===== src/cwd_pkg.sv =====
// Types, codes and helpers of the card whitelist door controller.
// No dependencies; used by the controller, table and checker files through cwd_pkg:: names.
package cwd_pkg;

    localparam int TABLE_ENTRIES_DEF = 8;
    localparam int UID_BYTES_MAX     = 10;
    localparam logic [3:0] UID_LEN_MAX = 4'(UID_BYTES_MAX);

    localparam int CFG_W = 8;
    localparam logic [CFG_W-1:0] OPEN_HOLD_RESET = 8'd2;
    localparam logic [CFG_W-1:0] MSG_HOLD_RESET  = 8'd3;

    // register indexes
    localparam logic CFG_OPEN_HOLD = 1'b0;
    localparam logic CFG_MSG_HOLD  = 1'b1;

    // operations
    localparam logic [1:0] OP_ADD     = 2'd0;
    localparam logic [1:0] OP_REMOVE  = 2'd1;
    localparam logic [1:0] OP_PRESENT = 2'd2;
    localparam logic [1:0] OP_TICK    = 2'd3;

    // status codes
    localparam logic [3:0] ST_ADDED     = 4'd0;
    localparam logic [3:0] ST_DUPLICATE = 4'd1;
    localparam logic [3:0] ST_TOO_LONG  = 4'd2;
    localparam logic [3:0] ST_FULL      = 4'd3;
    localparam logic [3:0] ST_REMOVED   = 4'd4;
    localparam logic [3:0] ST_NOT_FOUND = 4'd5;
    localparam logic [3:0] ST_GRANTED   = 4'd6;
    localparam logic [3:0] ST_DENIED    = 4'd7;
    localparam logic [3:0] ST_NONE      = 4'd8;

    // door phases
    localparam logic [1:0] PH_CLOSED  = 2'd0;
    localparam logic [1:0] PH_OPENING = 2'd1;
    localparam logic [1:0] PH_OPEN    = 2'd2;
    localparam logic [1:0] PH_CLOSING = 2'd3;

    // display modes / actions
    localparam logic [1:0] DISP_NONE   = 2'd0;
    localparam logic [1:0] DISP_NAME   = 2'd1;
    localparam logic [1:0] DISP_DENIED = 2'd2;
    localparam logic [1:0] DISP_CLEAR  = 2'd3;

    typedef struct packed {
        logic [1:0]  operation;
        logic [63:0] uid_low;
        logic [15:0] uid_high;
        logic [3:0]  uid_length;
        logic [63:0] holder_tag;
    } t_item;

    typedef struct packed {
        logic [3:0]  status;
        logic [1:0]  door_phase;
        logic [1:0]  display_action;
        logic [63:0] display_tag;
        logic        led_on;
    } t_result;

    // one table entry, also the search key
    typedef struct packed {
        logic [3:0]  len;
        logic [63:0] lo;
        logic [15:0] hi;
        logic [63:0] tag;
    } t_tbl_entry;

    typedef struct packed {
        logic scan;   // start a walk over the table
        logic wr;     // write entry and set valid
        logic clr;    // drop valid
    } t_tbl_cmd;

    typedef struct packed {
        logic done;   // walk finished, flags below are final
        logic found;  // a valid entry matched the key
        logic free;   // an invalid slot exists
    } t_tbl_stat;

    // keep UID bytes 1..8 below the length, byte 1 in the top bits
    function automatic logic [63:0] mask_low(input logic [3:0] len);
        logic [63:0] m;
        m = '0;
        for (int b = 0; b < 8; b++) begin
            if (len > 4'(b)) begin
                m[63-8*b -: 8] = 8'hFF;
            end
        end
        return m;
    endfunction

    function automatic logic [15:0] mask_high(input logic [3:0] len);
        return {{8{len >= 4'd9}}, {8{len >= 4'd10}}};
    endfunction

endpackage


===== src/card_whitelist_door_controller.sv =====
// Card whitelist door controller, top level.
// Depends on cwd_pkg and cwd_table.
//
// A transfer in is taken at a clock edge with start high and busy low. Add,
// remove and card presentation walk the whole table memory through its one
// read port, one entry a cycle; a one-second tick does not touch the table.
// Exactly one result per item appears on o_result for a single cycle with
// o_valid high, in the cycle busy drops; the receiver cannot stall it, so it
// must take the transfer then. A new item may be started in that same cycle.
// The hold registers (index 0 open hold, index 1 message hold, in seconds)
// are written through i_cfg_we and take effect at once; write them only while
// the block is idle. No clearing pass is needed after reset: the valid flags
// are cleared by reset.
module card_whitelist_door_controller #(
    parameter int TABLE_ENTRIES = cwd_pkg::TABLE_ENTRIES_DEF,
    localparam int IW = (TABLE_ENTRIES > 1) ? $clog2(TABLE_ENTRIES) : 1
) (
    input  logic                      i_clk,
    input  logic                      i_rst_n,
    input  logic                      start,
    output logic                      busy,
    input  cwd_pkg::t_item            i_item,
    output logic                      o_valid,
    output cwd_pkg::t_result          o_result,
    input  logic                      i_cfg_we,
    input  logic                      i_cfg_index,
    input  logic [cwd_pkg::CFG_W-1:0] i_cfg_data
);

    localparam logic [1:0] S_IDLE = 2'd0;
    localparam logic [1:0] S_SCAN = 2'd1;
    localparam logic [1:0] S_FIN  = 2'd2;

    logic [1:0] r_state;
    logic [1:0] r_op;
    cwd_pkg::t_tbl_entry r_key;
    logic accept;

    // configuration
    logic [cwd_pkg::CFG_W-1:0] r_open_hold;
    logic [cwd_pkg::CFG_W-1:0] r_msg_hold;

    // timers, all wrap at 2^32
    logic [31:0] r_now, r_last_grant, n_last_grant;
    logic [31:0] r_open_since, n_open_since;
    logic [31:0] r_msg_since, n_msg_since;
    logic [31:0] grant_age, open_age, msg_age;

    // door and display machines
    logic [1:0]  r_door, n_door;
    logic [1:0]  r_disp, n_disp;
    logic [1:0]  r_prev_disp, n_prev_disp;
    logic [63:0] r_shown_tag, n_shown_tag;
    logic        r_shown_v, n_shown_v;
    logic [63:0] r_shown_last, n_shown_last;   // tag last put on the display
    logic        r_shown_last_v, n_shown_last_v;
    logic        r_granted, n_granted;
    logic        r_led, n_led;

    cwd_pkg::t_result r_res, n_res;
    logic             r_valid;

    // table interface
    cwd_pkg::t_tbl_cmd  tbl_cmd;
    cwd_pkg::t_tbl_stat tbl_stat;
    logic [IW-1:0]      tbl_idx;
    logic [IW-1:0]      found_idx;
    logic [IW-1:0]      free_idx;
    logic [63:0]        found_tag;

    assign busy   = (r_state != S_IDLE);
    assign accept = start && !busy;

    cwd_table #(
        .NUM_ENTRIES(TABLE_ENTRIES)
    ) u_table (
        .i_clk       (i_clk),
        .i_rst_n     (i_rst_n),
        .i_cmd       (tbl_cmd),
        .i_idx       (tbl_idx),
        .i_key       (r_key),
        .o_stat      (tbl_stat),
        .o_found_idx (found_idx),
        .o_found_tag (found_tag),
        .o_free_idx  (free_idx)
    );

    // r_now already holds the incremented time when a tick finishes
    assign grant_age = r_now - r_last_grant;
    assign open_age  = r_now - r_open_since;
    assign msg_age   = r_now - r_msg_since;

    always_comb begin
        n_last_grant   = r_last_grant;
        n_open_since   = r_open_since;
        n_msg_since    = r_msg_since;
        n_door         = r_door;
        n_disp         = r_disp;
        n_prev_disp    = r_prev_disp;
        n_shown_tag    = r_shown_tag;
        n_shown_v      = r_shown_v;
        n_shown_last   = r_shown_last;
        n_shown_last_v = r_shown_last_v;
        n_granted      = r_granted;
        n_led          = r_led;
        n_res          = '0;
        n_res.status   = cwd_pkg::ST_NONE;

        tbl_cmd.scan = accept && (i_item.operation != cwd_pkg::OP_TICK);
        tbl_cmd.wr   = 1'b0;
        tbl_cmd.clr  = 1'b0;
        tbl_idx      = free_idx;

        if (r_state == S_FIN) begin
            case (r_op)
                cwd_pkg::OP_ADD: begin
                    if (r_key.len > cwd_pkg::UID_LEN_MAX) begin
                        n_res.status = cwd_pkg::ST_TOO_LONG;
                    end else if (tbl_stat.found) begin
                        n_res.status = cwd_pkg::ST_DUPLICATE;
                    end else if (tbl_stat.free) begin
                        n_res.status = cwd_pkg::ST_ADDED;
                        tbl_cmd.wr   = 1'b1;
                    end else begin
                        n_res.status = cwd_pkg::ST_FULL;
                    end
                end
                cwd_pkg::OP_REMOVE: begin
                    // stored lengths never exceed the limit, so an overlong
                    // key simply never matches
                    if (tbl_stat.found) begin
                        n_res.status = cwd_pkg::ST_REMOVED;
                        tbl_cmd.clr  = 1'b1;
                        tbl_idx      = found_idx;
                    end else begin
                        n_res.status = cwd_pkg::ST_NOT_FOUND;
                    end
                end
                cwd_pkg::OP_PRESENT: begin
                    if (tbl_stat.found) begin
                        n_res.status = cwd_pkg::ST_GRANTED;
                        n_door       = cwd_pkg::PH_OPENING;
                        n_disp       = r_granted ? cwd_pkg::DISP_NAME : cwd_pkg::DISP_NONE;
                        n_granted    = 1'b1;
                        n_last_grant = r_now;
                        // new holder: show it
                        if (!(r_shown_v && (r_shown_tag == found_tag))) begin
                            n_disp      = cwd_pkg::DISP_NAME;
                            n_shown_tag = found_tag;
                            n_shown_v   = 1'b1;
                        end
                    end else begin
                        n_res.status = cwd_pkg::ST_DENIED;
                        n_granted    = 1'b0;
                        n_door       = cwd_pkg::PH_CLOSING;
                        n_disp       = cwd_pkg::DISP_DENIED;
                    end
                end
                default: begin
                    // one-second tick
                    // grant expiry drops the held tag, repeats on every tick
                    if ((grant_age > {24'd0, r_msg_hold}) && r_granted) begin
                        n_shown_v   = 1'b0;
                        n_shown_tag = '0;
                        n_disp      = cwd_pkg::DISP_CLEAR;
                    end

                    case (r_door)
                        cwd_pkg::PH_OPENING: begin
                            n_open_since = r_now;
                            n_door       = cwd_pkg::PH_OPEN;
                        end
                        cwd_pkg::PH_OPEN: begin
                            if (open_age > {24'd0, r_open_hold}) begin
                                n_door = cwd_pkg::PH_CLOSING;
                            end
                        end
                        cwd_pkg::PH_CLOSING: begin
                            n_door = cwd_pkg::PH_CLOSED;
                        end
                        default: begin
                            n_led = 1'b0;
                        end
                    endcase

                    case (n_disp)
                        cwd_pkg::DISP_NAME: begin
                            if (r_prev_disp != cwd_pkg::DISP_NAME) begin
                                n_led = !n_led;
                            end
                            if ((r_prev_disp == cwd_pkg::DISP_NAME) && r_shown_last_v &&
                                n_shown_v && (r_shown_last == n_shown_tag)) begin
                                // same holder already on the display
                                n_disp = cwd_pkg::DISP_CLEAR;
                            end else begin
                                n_res.display_action = cwd_pkg::DISP_NAME;
                                n_res.display_tag    = n_shown_v ? n_shown_tag : 64'd0;
                                if (n_shown_v) begin
                                    n_shown_last   = n_shown_tag;
                                    n_shown_last_v = 1'b1;
                                end
                                n_msg_since = r_now;
                                n_disp      = cwd_pkg::DISP_CLEAR;
                                n_prev_disp = cwd_pkg::DISP_NAME;
                            end
                        end
                        cwd_pkg::DISP_DENIED: begin
                            if (r_prev_disp == cwd_pkg::DISP_DENIED) begin
                                n_disp = cwd_pkg::DISP_CLEAR;
                            end else begin
                                n_res.display_action = cwd_pkg::DISP_DENIED;
                                n_msg_since = r_now;
                                n_disp      = cwd_pkg::DISP_CLEAR;
                                n_prev_disp = cwd_pkg::DISP_DENIED;
                            end
                        end
                        cwd_pkg::DISP_CLEAR: begin
                            if (msg_age > {24'd0, r_msg_hold}) begin
                                n_res.display_action = cwd_pkg::DISP_CLEAR;
                                n_disp      = cwd_pkg::DISP_NONE;
                                n_prev_disp = cwd_pkg::DISP_CLEAR;
                            end
                        end
                        default: begin
                        end
                    endcase
                end
            endcase
        end

        n_res.door_phase = n_door;
        n_res.led_on     = n_led;
    end

    // sequencer and control state
    always_ff @(posedge i_clk) begin
        if (!i_rst_n) begin
            r_state        <= S_IDLE;
            r_op           <= cwd_pkg::OP_ADD;
            r_valid        <= 1'b0;
            r_now          <= '0;
            r_last_grant   <= '0;
            r_open_since   <= '0;
            r_msg_since    <= '0;
            r_door         <= cwd_pkg::PH_CLOSED;
            r_disp         <= cwd_pkg::DISP_NONE;
            r_prev_disp    <= cwd_pkg::DISP_NONE;
            r_shown_tag    <= '0;
            r_shown_v      <= 1'b0;
            r_shown_last   <= '0;
            r_shown_last_v <= 1'b0;
            r_granted      <= 1'b0;
            r_led          <= 1'b0;
        end else begin
            r_valid <= 1'b0;
            case (r_state)
                S_IDLE: begin
                    if (accept) begin
                        r_op <= i_item.operation;
                        if (i_item.operation == cwd_pkg::OP_TICK) begin
                            r_now   <= r_now + 32'd1;
                            r_state <= S_FIN;
                        end else begin
                            r_state <= S_SCAN;
                        end
                    end
                end
                S_SCAN: begin
                    if (tbl_stat.done) begin
                        r_state <= S_FIN;
                    end
                end
                S_FIN: begin
                    r_state        <= S_IDLE;
                    r_valid        <= 1'b1;
                    r_last_grant   <= n_last_grant;
                    r_open_since   <= n_open_since;
                    r_msg_since    <= n_msg_since;
                    r_door         <= n_door;
                    r_disp         <= n_disp;
                    r_prev_disp    <= n_prev_disp;
                    r_shown_tag    <= n_shown_tag;
                    r_shown_v      <= n_shown_v;
                    r_shown_last   <= n_shown_last;
                    r_shown_last_v <= n_shown_last_v;
                    r_granted      <= n_granted;
                    r_led          <= n_led;
                end
                default: begin
                    r_state <= S_IDLE;
                end
            endcase
        end
    end

    // payload: key masked to its length, result register
    always_ff @(posedge i_clk) begin
        if (accept) begin
            r_key.len <= i_item.uid_length;
            r_key.lo  <= i_item.uid_low & cwd_pkg::mask_low(i_item.uid_length);
            r_key.hi  <= i_item.uid_high & cwd_pkg::mask_high(i_item.uid_length);
            r_key.tag <= i_item.holder_tag;
        end
        if (r_state == S_FIN) begin
            r_res <= n_res;
        end
    end

    // configuration registers
    always_ff @(posedge i_clk) begin
        if (!i_rst_n) begin
            r_open_hold <= cwd_pkg::OPEN_HOLD_RESET;
            r_msg_hold  <= cwd_pkg::MSG_HOLD_RESET;
        end else if (i_cfg_we) begin
            case (i_cfg_index)
                cwd_pkg::CFG_OPEN_HOLD: r_open_hold <= i_cfg_data;
                cwd_pkg::CFG_MSG_HOLD:  r_msg_hold  <= i_cfg_data;
                default: begin
                end
            endcase
        end
    end

    assign o_valid  = r_valid;
    assign o_result = r_res;

endmodule


===== src/cwd_table.sv =====
// Whitelist table: entry memory, valid flags and the match/free-slot walk.
// Depends on cwd_pkg.
module cwd_table #(
    parameter int NUM_ENTRIES = cwd_pkg::TABLE_ENTRIES_DEF,
    localparam int IW = (NUM_ENTRIES > 1) ? $clog2(NUM_ENTRIES) : 1
) (
    input  logic                 i_clk,
    input  logic                 i_rst_n,
    input  cwd_pkg::t_tbl_cmd    i_cmd,
    input  logic [IW-1:0]        i_idx,
    input  cwd_pkg::t_tbl_entry  i_key,
    output cwd_pkg::t_tbl_stat   o_stat,
    output logic [IW-1:0]        o_found_idx,
    output logic [63:0]          o_found_tag,
    output logic [IW-1:0]        o_free_idx
);

    localparam logic [IW-1:0] LAST = IW'(NUM_ENTRIES - 1);

    cwd_pkg::t_tbl_entry r_mem [NUM_ENTRIES];
    cwd_pkg::t_tbl_entry r_rd;
    logic [NUM_ENTRIES-1:0] r_valid;

    logic          r_scan;
    logic [IW-1:0] r_addr;
    logic          r_chk;
    logic [IW-1:0] r_chk_idx;
    logic          r_done;
    logic          r_found;
    logic [IW-1:0] r_found_idx;
    logic [63:0]   r_found_tag;
    logic          r_free;
    logic [IW-1:0] r_free_idx;
    logic          hit;

    // entry memory, one read and one write port
    always_ff @(posedge i_clk) begin
        r_rd <= r_mem[r_addr];
        if (i_cmd.wr) begin
            r_mem[i_idx] <= i_key;
        end
    end

    assign hit = r_valid[r_chk_idx] && (r_rd.len == i_key.len) &&
                 (r_rd.lo == i_key.lo) && (r_rd.hi == i_key.hi);

    always_ff @(posedge i_clk) begin
        if (!i_rst_n) begin
            r_valid     <= '0;
            r_scan      <= 1'b0;
            r_addr      <= '0;
            r_chk       <= 1'b0;
            r_chk_idx   <= '0;
            r_done      <= 1'b0;
            r_found     <= 1'b0;
            r_found_idx <= '0;
            r_found_tag <= '0;
            r_free      <= 1'b0;
            r_free_idx  <= '0;
        end else begin
            r_chk     <= r_scan;
            r_chk_idx <= r_addr;
            r_done    <= r_chk && (r_chk_idx == LAST);

            if (i_cmd.scan) begin
                r_scan  <= 1'b1;
                r_addr  <= '0;
                r_found <= 1'b0;
                r_free  <= 1'b0;
            end else if (r_scan) begin
                if (r_addr == LAST) begin
                    r_scan <= 1'b0;
                end else begin
                    r_addr <= r_addr + 1'b1;
                end
            end

            // compare stage, data of r_chk_idx is in r_rd now
            if (r_chk) begin
                if (hit && !r_found) begin
                    r_found     <= 1'b1;
                    r_found_idx <= r_chk_idx;
                    r_found_tag <= r_rd.tag;
                end
                if (!r_valid[r_chk_idx] && !r_free) begin
                    r_free     <= 1'b1;
                    r_free_idx <= r_chk_idx;
                end
            end

            if (i_cmd.wr) begin
                r_valid[i_idx] <= 1'b1;
            end else if (i_cmd.clr) begin
                r_valid[i_idx] <= 1'b0;
            end
        end
    end

    assign o_stat.done  = r_done;
    assign o_stat.found = r_found;
    assign o_stat.free  = r_free;
    assign o_found_idx  = r_found_idx;
    assign o_found_tag  = r_found_tag;
    assign o_free_idx   = r_free_idx;

endmodule


===== config.mk =====
export PLATFORM = sky130hd
export DESIGN_NAME = card_whitelist_door_controller
export DESIGN_NICKNAME = d
export VERILOG_FILES = /design/src/cwd_pkg.sv /design/src/card_whitelist_door_controller.sv /design/src/cwd_table.sv
export SDC_FILE = /design/constraint.sdc
export NUM_CORES = 2
export LEC_CHECK = 0
export BUFFER_PORTS_ARGS = -buffer_cell sky130_fd_sc_hd__buf_2
export CAP_MARGIN = 20
export CORE_ASPECT_RATIO = 1.1
export CORE_MARGIN = 2
export CORE_UTILIZATION = 55
export DETAILED_ROUTE_END_ITERATION = 10
export PLACE_DENSITY = 0.68
export SYNTH_ARGS = -nofsm -noshare
export SYNTH_HDL_FRONTEND = slang
export SYNTH_SLANG_ARGS = --single-unit
export TNS_END_PERCENT = 1

===== constraint.sdc =====
create_clock -name i_clk -period 28.9 [get_ports i_clk]
set_input_delay 1.445 -clock i_clk [delete_from_list [all_inputs] [get_ports i_clk]]
set_output_delay 1.445 -clock i_clk [all_outputs]
set_load 0.05 [all_outputs]

; Yosys cells after proc, flatten, opt, wreduce, memory -nomap -nowiden
; Memory sizes are Yosys's and may differ from the RTL's. A register that Yosys moved wholly into a read port is not among the register bits.
; Index checks and enable logic that the tools add are counted.
; W data, S select, Z words.
[op_classes]
muxes = 97
magnitude_cmp = 17
addsub = 5
reduce_logical = 47
n_eq_ne = 29
bitwise_logic = 13
[op_table]
columns = cell, count
row1 = $mux W64, 6
row2 = $eq A64 B64 Y1, 3
row3 = $mux W8, 18
row4 = $pmux W64 S2, 1
row5 = $gt A32 B8 Y1, 3
row6 = $sub A32 B32 Y32, 3
row7 = $mux W65, 1
row8 = $and A64 B64 Y64, 1
row9 = $mux W32, 2
row10 = $pmux W32 S2, 1
row11 = $mux W1, 35
row12 = $mux W2, 17
row13 = $add A32 B1 Y32 const B, 1
row14 = $pmux W2 S3, 3
row15 = $reduce_and A2 Y1, 9
row16 = $and A16 B16 Y16, 1
row17 = $eq A16 B16 Y1, 1
row18 = $eq A2 B2 Y1 const B, 8
row19 = $gt A4 B3 Y1 const B, 4
row20 = $pmux W2 S2, 4
row21 = $logic_and A1 B1 Y1, 14
row22 = $ne A2 B2 Y1 const B, 6
row23 = $pmux W4 S3, 1
row24 = $eq A2 B1 Y1 const B, 5
row25 = 30 further kinds, 60
[totals]
n_memories = 1
register_bits = 597
ram_bits = 1184
input_bits = 163
word_cells = 247
[mem_list]
columns = name, depth, width, read_ports, rd_ports_with_merged_regs, write_ports, line_no
row1 = u_table.r_mem, 8, 148, 1, 1, 1, cwd_table.sv:20  ; cwd_pkg::t_tbl_entry r_mem [NUM_ENTRIES];

; Logic depth before layout (Yosys ltp)
[logic_depth]
ltp_word = 11
ltp_mapped = 29

; Cells and area by module
; A second synthesis with hierarchy kept.
[unflattened]
cells_unflattened = 5353
hier_area_um2 = 79399.9
[modules_own_cells]
columns = module, seq_area_each_um2, area_per_inst_um2, instances, cells_each
row1 = cwd_table, 40298.6, 51765.9, 1, 2387
row2 = card_whitelist_door_controller, 12381.9, 27634.0, 1, 2966

; Worst setup path after synthesis
; No wires, ideal clock.
[synth_timing]
path_type = register to register
from = register r_state[0]
to = memory u_table.r_mem[1][0] (netlist bit), enable pin
arrival_ns = 9.973
setup_time_ns = 0.660
slack_ns = 18.267
period_less_slack_ns = 10.633
stages_incl_launch_ff = 9
cell_sequence = dfxtp_1 -> nand2b_1 -> clkbuf_1 -> inv_1 -> clkbuf_1 -> nand4_1 -> a21boi_0 -> nand2b_1 -> nor2_1
[synth_via]
elab_chain_cells = 4
word_cells_on_any_way = 5
cone_classes = eq/ne (1) / mux (4)
[synth_rtl]
columns = item, line_no
row1 = from (decl), card_whitelist_door_controller.sv:34  ; logic [1:0] r_state;
row2 = from (signal assigned), card_whitelist_door_controller.sv:238  ; r_state <= S_IDLE;
row3 = from (signal assigned), card_whitelist_door_controller.sv:262  ; r_state <= S_FIN;
row4 = from (signal assigned), card_whitelist_door_controller.sv:264  ; r_state <= S_SCAN;
row5 = $eq A2 B2 Y1 (*), card_whitelist_door_controller.sv:114  ; if (r_state == S_FIN) begin
row6 = $mux W2, card_whitelist_door_controller.sv:114
row7 = $mux W1, cwd_table.sv:39  ; if (i_cmd.wr) begin
row8 = $mux W1 (implied by the code), cwd_table.sv:40  ; r_mem[i_idx] <= i_key;
row9 = to (decl), cwd_table.sv:20
; Mark *: on every way between the ends. The rest lies on a longest branch, timed or not.

; Final worst setup path
[layout_timing]
from = register r_now[1]
to = register r_res (netlist bit o_result[34]) (data pin)
[layout_via]
elab_chain_cells = 9
word_cells_on_any_way = 19
cone_classes = add/sub (1) / order compare (1) / eq/ne (2) / mux (9) / bitwise (2) / reduce/logical (4)
[layout_rtl]
columns = item, line_no
row1 = from (decl), card_whitelist_door_controller.sv:44  ; logic [31:0] r_now, r_last_grant, n_last_grant;
row2 = from (signal assigned), card_whitelist_door_controller.sv:261  ; r_now <= r_now + 32'd1;
row3 = $sub A32 B32 Y32 (*), card_whitelist_door_controller.sv:89  ; assign grant_age = r_now - r_last_grant;
row4 = $gt A32 B8 Y1 (*), card_whitelist_door_controller.sv:162  ; if ((grant_age > {24'd0, r_msg_hold}) && r_granted) begin
row5 = $logic_and A1 B1 Y1 (*), card_whitelist_door_controller.sv:162
row6 = "$mux W64, or another cell as far along", card_whitelist_door_controller.sv:162
row7 = "$mux W64, or another cell as far along", card_whitelist_door_controller.sv:115  ; case (r_op)
row8 = "$mux W64, or another cell as far along", card_whitelist_door_controller.sv:114
row9 = "$eq A64 B64 Y1, or another cell as far along", card_whitelist_door_controller.sv:192  ; n_shown_v && (r_shown_last == n_shown_tag)) begin
row10 = $logic_and A1 B1 Y1 or $not A1 Y1 (tied branches), n/a
row11 = $reduce_or A6 Y1 (no line), n/a
row12 = to (signal assigned), card_whitelist_door_controller.sv:305  ; r_res <= n_res;
row13 = to (decl), card_whitelist_door_controller.sv:60  ; cwd_pkg::t_result r_res, n_res;
; Mark *: on every way between the ends. The rest lies on a longest branch, timed or not. The select of a mux whose other input is x is not followed.
; A chain may end at the register's enable or synchronous reset.

==> results.cfg <==
[run_status]
status = finished clean

[synthesis]
ys_warn_count = 0
synth.area.mux_share_pct = 12.8
synth_area_per_cell_um2 = 14.9
synthArstFlopShare_pct = 0
synth_most_common_cell = edfxtp_1
synth_seq_area_share_pct = 66.5
yosysTopAreaCell = edfxtp_1
synth_commonest_cells = edfxtp_1, dfxtp_1, nand2_1
synth_compound_area_share_pct = 5.93
synthSimpleGateAreaFrac_pct = 8.10
synth_seq_cells = 1929
synth_edf_count = 1405
synthCells = 5334
synth_top_family_by_area = multiplexers
synth_top_area_share_pct = 53.3
synth_fa_ha_area_share_pct = 2.16
netlist_top_cells_area = edfxtp_1, dfxtp_1, mux4_2, mux2i_1, mux2_2
synth.distinct_cells = 90
yosys_most_used_dff = edfxtp_1
synth-xor-area-share_pct = 1.95
synth_fp_nets = 5632
syn_area_um2 = 79200

[critical_path]
crit_required_ns = 29.43
critical_path.max_fanout = 75
end_kind = flop
rrSetupSlack_ns = 21.92
worstPathArrival_ns = 7.51
critPathKind = reg -> reg
start_kind = flop

[cts]
cts_buffers = 183
postCtsHoldBufs = 0
cts_root_buf = clkbuf_16
clk_pin_slew_worst_paths_ns = 0.06
cts_setup_buffers = 0
cts_sinks = 1929
clock_path_buffers = 3
htreeDepth = 4
postCtsResizedCells = 0
clk_latency_ns = 0.83
cts_tree = done

[power_and_ir_drop]
total_leakage_power_uw = 0.0302
p_comb_share_pct = 3.2
intPower_uw = 4480
swShare_pct = 21.0
seq_power_share_pct = 53.9
clkPwrFrac_pct = 42.9
switchingPower_uw = 1190
p_per_area_nw_per_um2 = 63.9
peakVddDrop_v = 0.0000653

[sta]
worstMarginPinSlew_ns = 1.12
fin_ws_ns = 21.92
max_freq_ghz = 0.143
setup_viol_count_final = 0
fin_worst_skew_ns = 0.0347
rsz0062_at_grt = no
setup_tns_ns = 0
fin_crit_ns = 6.98
maxSlewHeadroom_pct = 25.4
fin_crit_sh_pct = 24.1
drv_slew = 0
hold_violations = 0

[grt]
track_usage_pct = 24.7
grt_pass1_wl_mm = 275
antenna_found_initial = 5
grt_max_degree = 201
grt_pass1_vias = 44400
overflow = 0

[place]
gp_congestion = 0.912
place_inst = 7309
hpwl_mm = 112
port_buffers = 237
place_area_um2 = 82500
post-place-ws_ns = 21.87

[route]
vias = 45100
dr.pass1.iters = 6
drt.antenna.violating_nets = 0
drc = 0
drtIter0Drc = 4438
wl_mm = 183
vias_per_cell = 5.88
avgRoutedWirePerCell_um = 23.9

[die]
die_h_um = 402
row_count = 146
die_w_um = 366
initial_core_util_pct = 55.2
die-area_um2 = 147000
fp.coreArea_um2 = 143000
ioPinCount = 238

[cells_and_area]
finalNetCount = 5870
syn_to_final_growth_pct = 12.0
instances_no_fill = 7656
antenna_cells = 0
final_cell_area_um2 = 88700
drive_above_1_share_pct = 18.8

[worst_hold_path]
min_path_type = reg -> reg

[job]
cap_violations = 0
worst paths after layout:
check                        to           start  cells past startpoint
setup / recovery   o_result[34]        r_now[1]                     22
setup reg to reg   o_result[34]        r_now[1]                     22
hold reg to reg   u_table.r_chk  u_table.r_scan                      1
hold / removal    u_table.r_chk  u_table.r_scan                      1
kinds of logic (layout without fill, tap and decap cells):
group	count (synthesis)	after routing
buf+inv	510	908
simple gates	1279	1279
compound gates	680	680
fa+ha+maj	135	135
xor+xnor	176	176
flops	1929	1929
mux	625	625
through the flow:
step / hold WS (ns) / total power, µW / util, %
after global routing: 0.472 / 5830 / 61.8
after detailed placement: 0.448 / 3300 / 57.5
final: 0.454 / 5670 / 61.8
after global placement: 0.438 / 3290 / 57.5
after CTS: 0.456 / 5710 / 61.8
after floorplan: 0.421 / 3220 / -
worst max-delay path, cell delays in order, from the launching register on:
cell and delay (ns):
dfxtp_1 0.62, inv_1 0.14, fa_1 0.47, nand2b_1 0.18
a21o_1 0.23, a21boi_1 0.23, nor2_1 0.09, ha_1 0.29
nand4_1 0.11, o21ai_0 0.18, o31ai_1 0.14, nor4_1 0.34
nand4_1 0.16, a2111oi_2 0.47, nand4_1 0.36, o21ai_4 0.21
buf_4 0.65, nand2_1 0.12, a221o_1 0.38, or4_4 0.57
nand3_2 0.09, buf_4 0.49, nor2_1 0.10
registers in the layout, summed over array words and instances, names as in the netlist, 64 cells and up, named ones only:
name and flops:
u_table.r_mem 1184, r_key 148, u_table.r_rd 148, o_result 73, r_shown_last 64, r_shown_tag 64
u_table.o_found_tag 64
metal layers:
layer	global-route usage, %	vias to the layer above	wire length [µm]
met5	0	-	12
met4	6.39	2	3920
met3	3.72	269	11200
met2	39.7	1456	87100
met1	35.6	22700	80700
li1	-	20600	-
cell type report:
type,count,area [µm²]
Clock buffer,265,5200
Clock inverter,80,983
Fill cell,10600,54700
Inverter,266,1000
Multi-Input combinational cell,2895,24700
Sequential cell,1929,52700
Tap cell,1924,2410
Timing Repair Buffer,297,1750
power groups by stage:
stage / Combinational, µW / Clock (µW) / Sequential, µW
3_3_place_gp: 184 / 0 / 3110
4_1_cts: 187 / 2470 / 3050
2_1_floorplan: 122 / 0 / 3100
3_5_place_dp: 186 / 0 / 3110
5_1_grt: 198 / 2580 / 3060
6_report: 183 / 2430 / 3050
layout by cell type (no fill, tap or decap), drive strengths merged, types with 119 or more instances in the layout:
master	n
clkbuf	266
nand3	121
a21oi	119
mux2i	174
nor2b	224
nor2	194
mux4	298
buf	296
ha	132
inv	273
nand2	410
edfxtp	1405
dfxtp	524
mux2	153
Note: power is estimated with default switching activity, not from simulation.
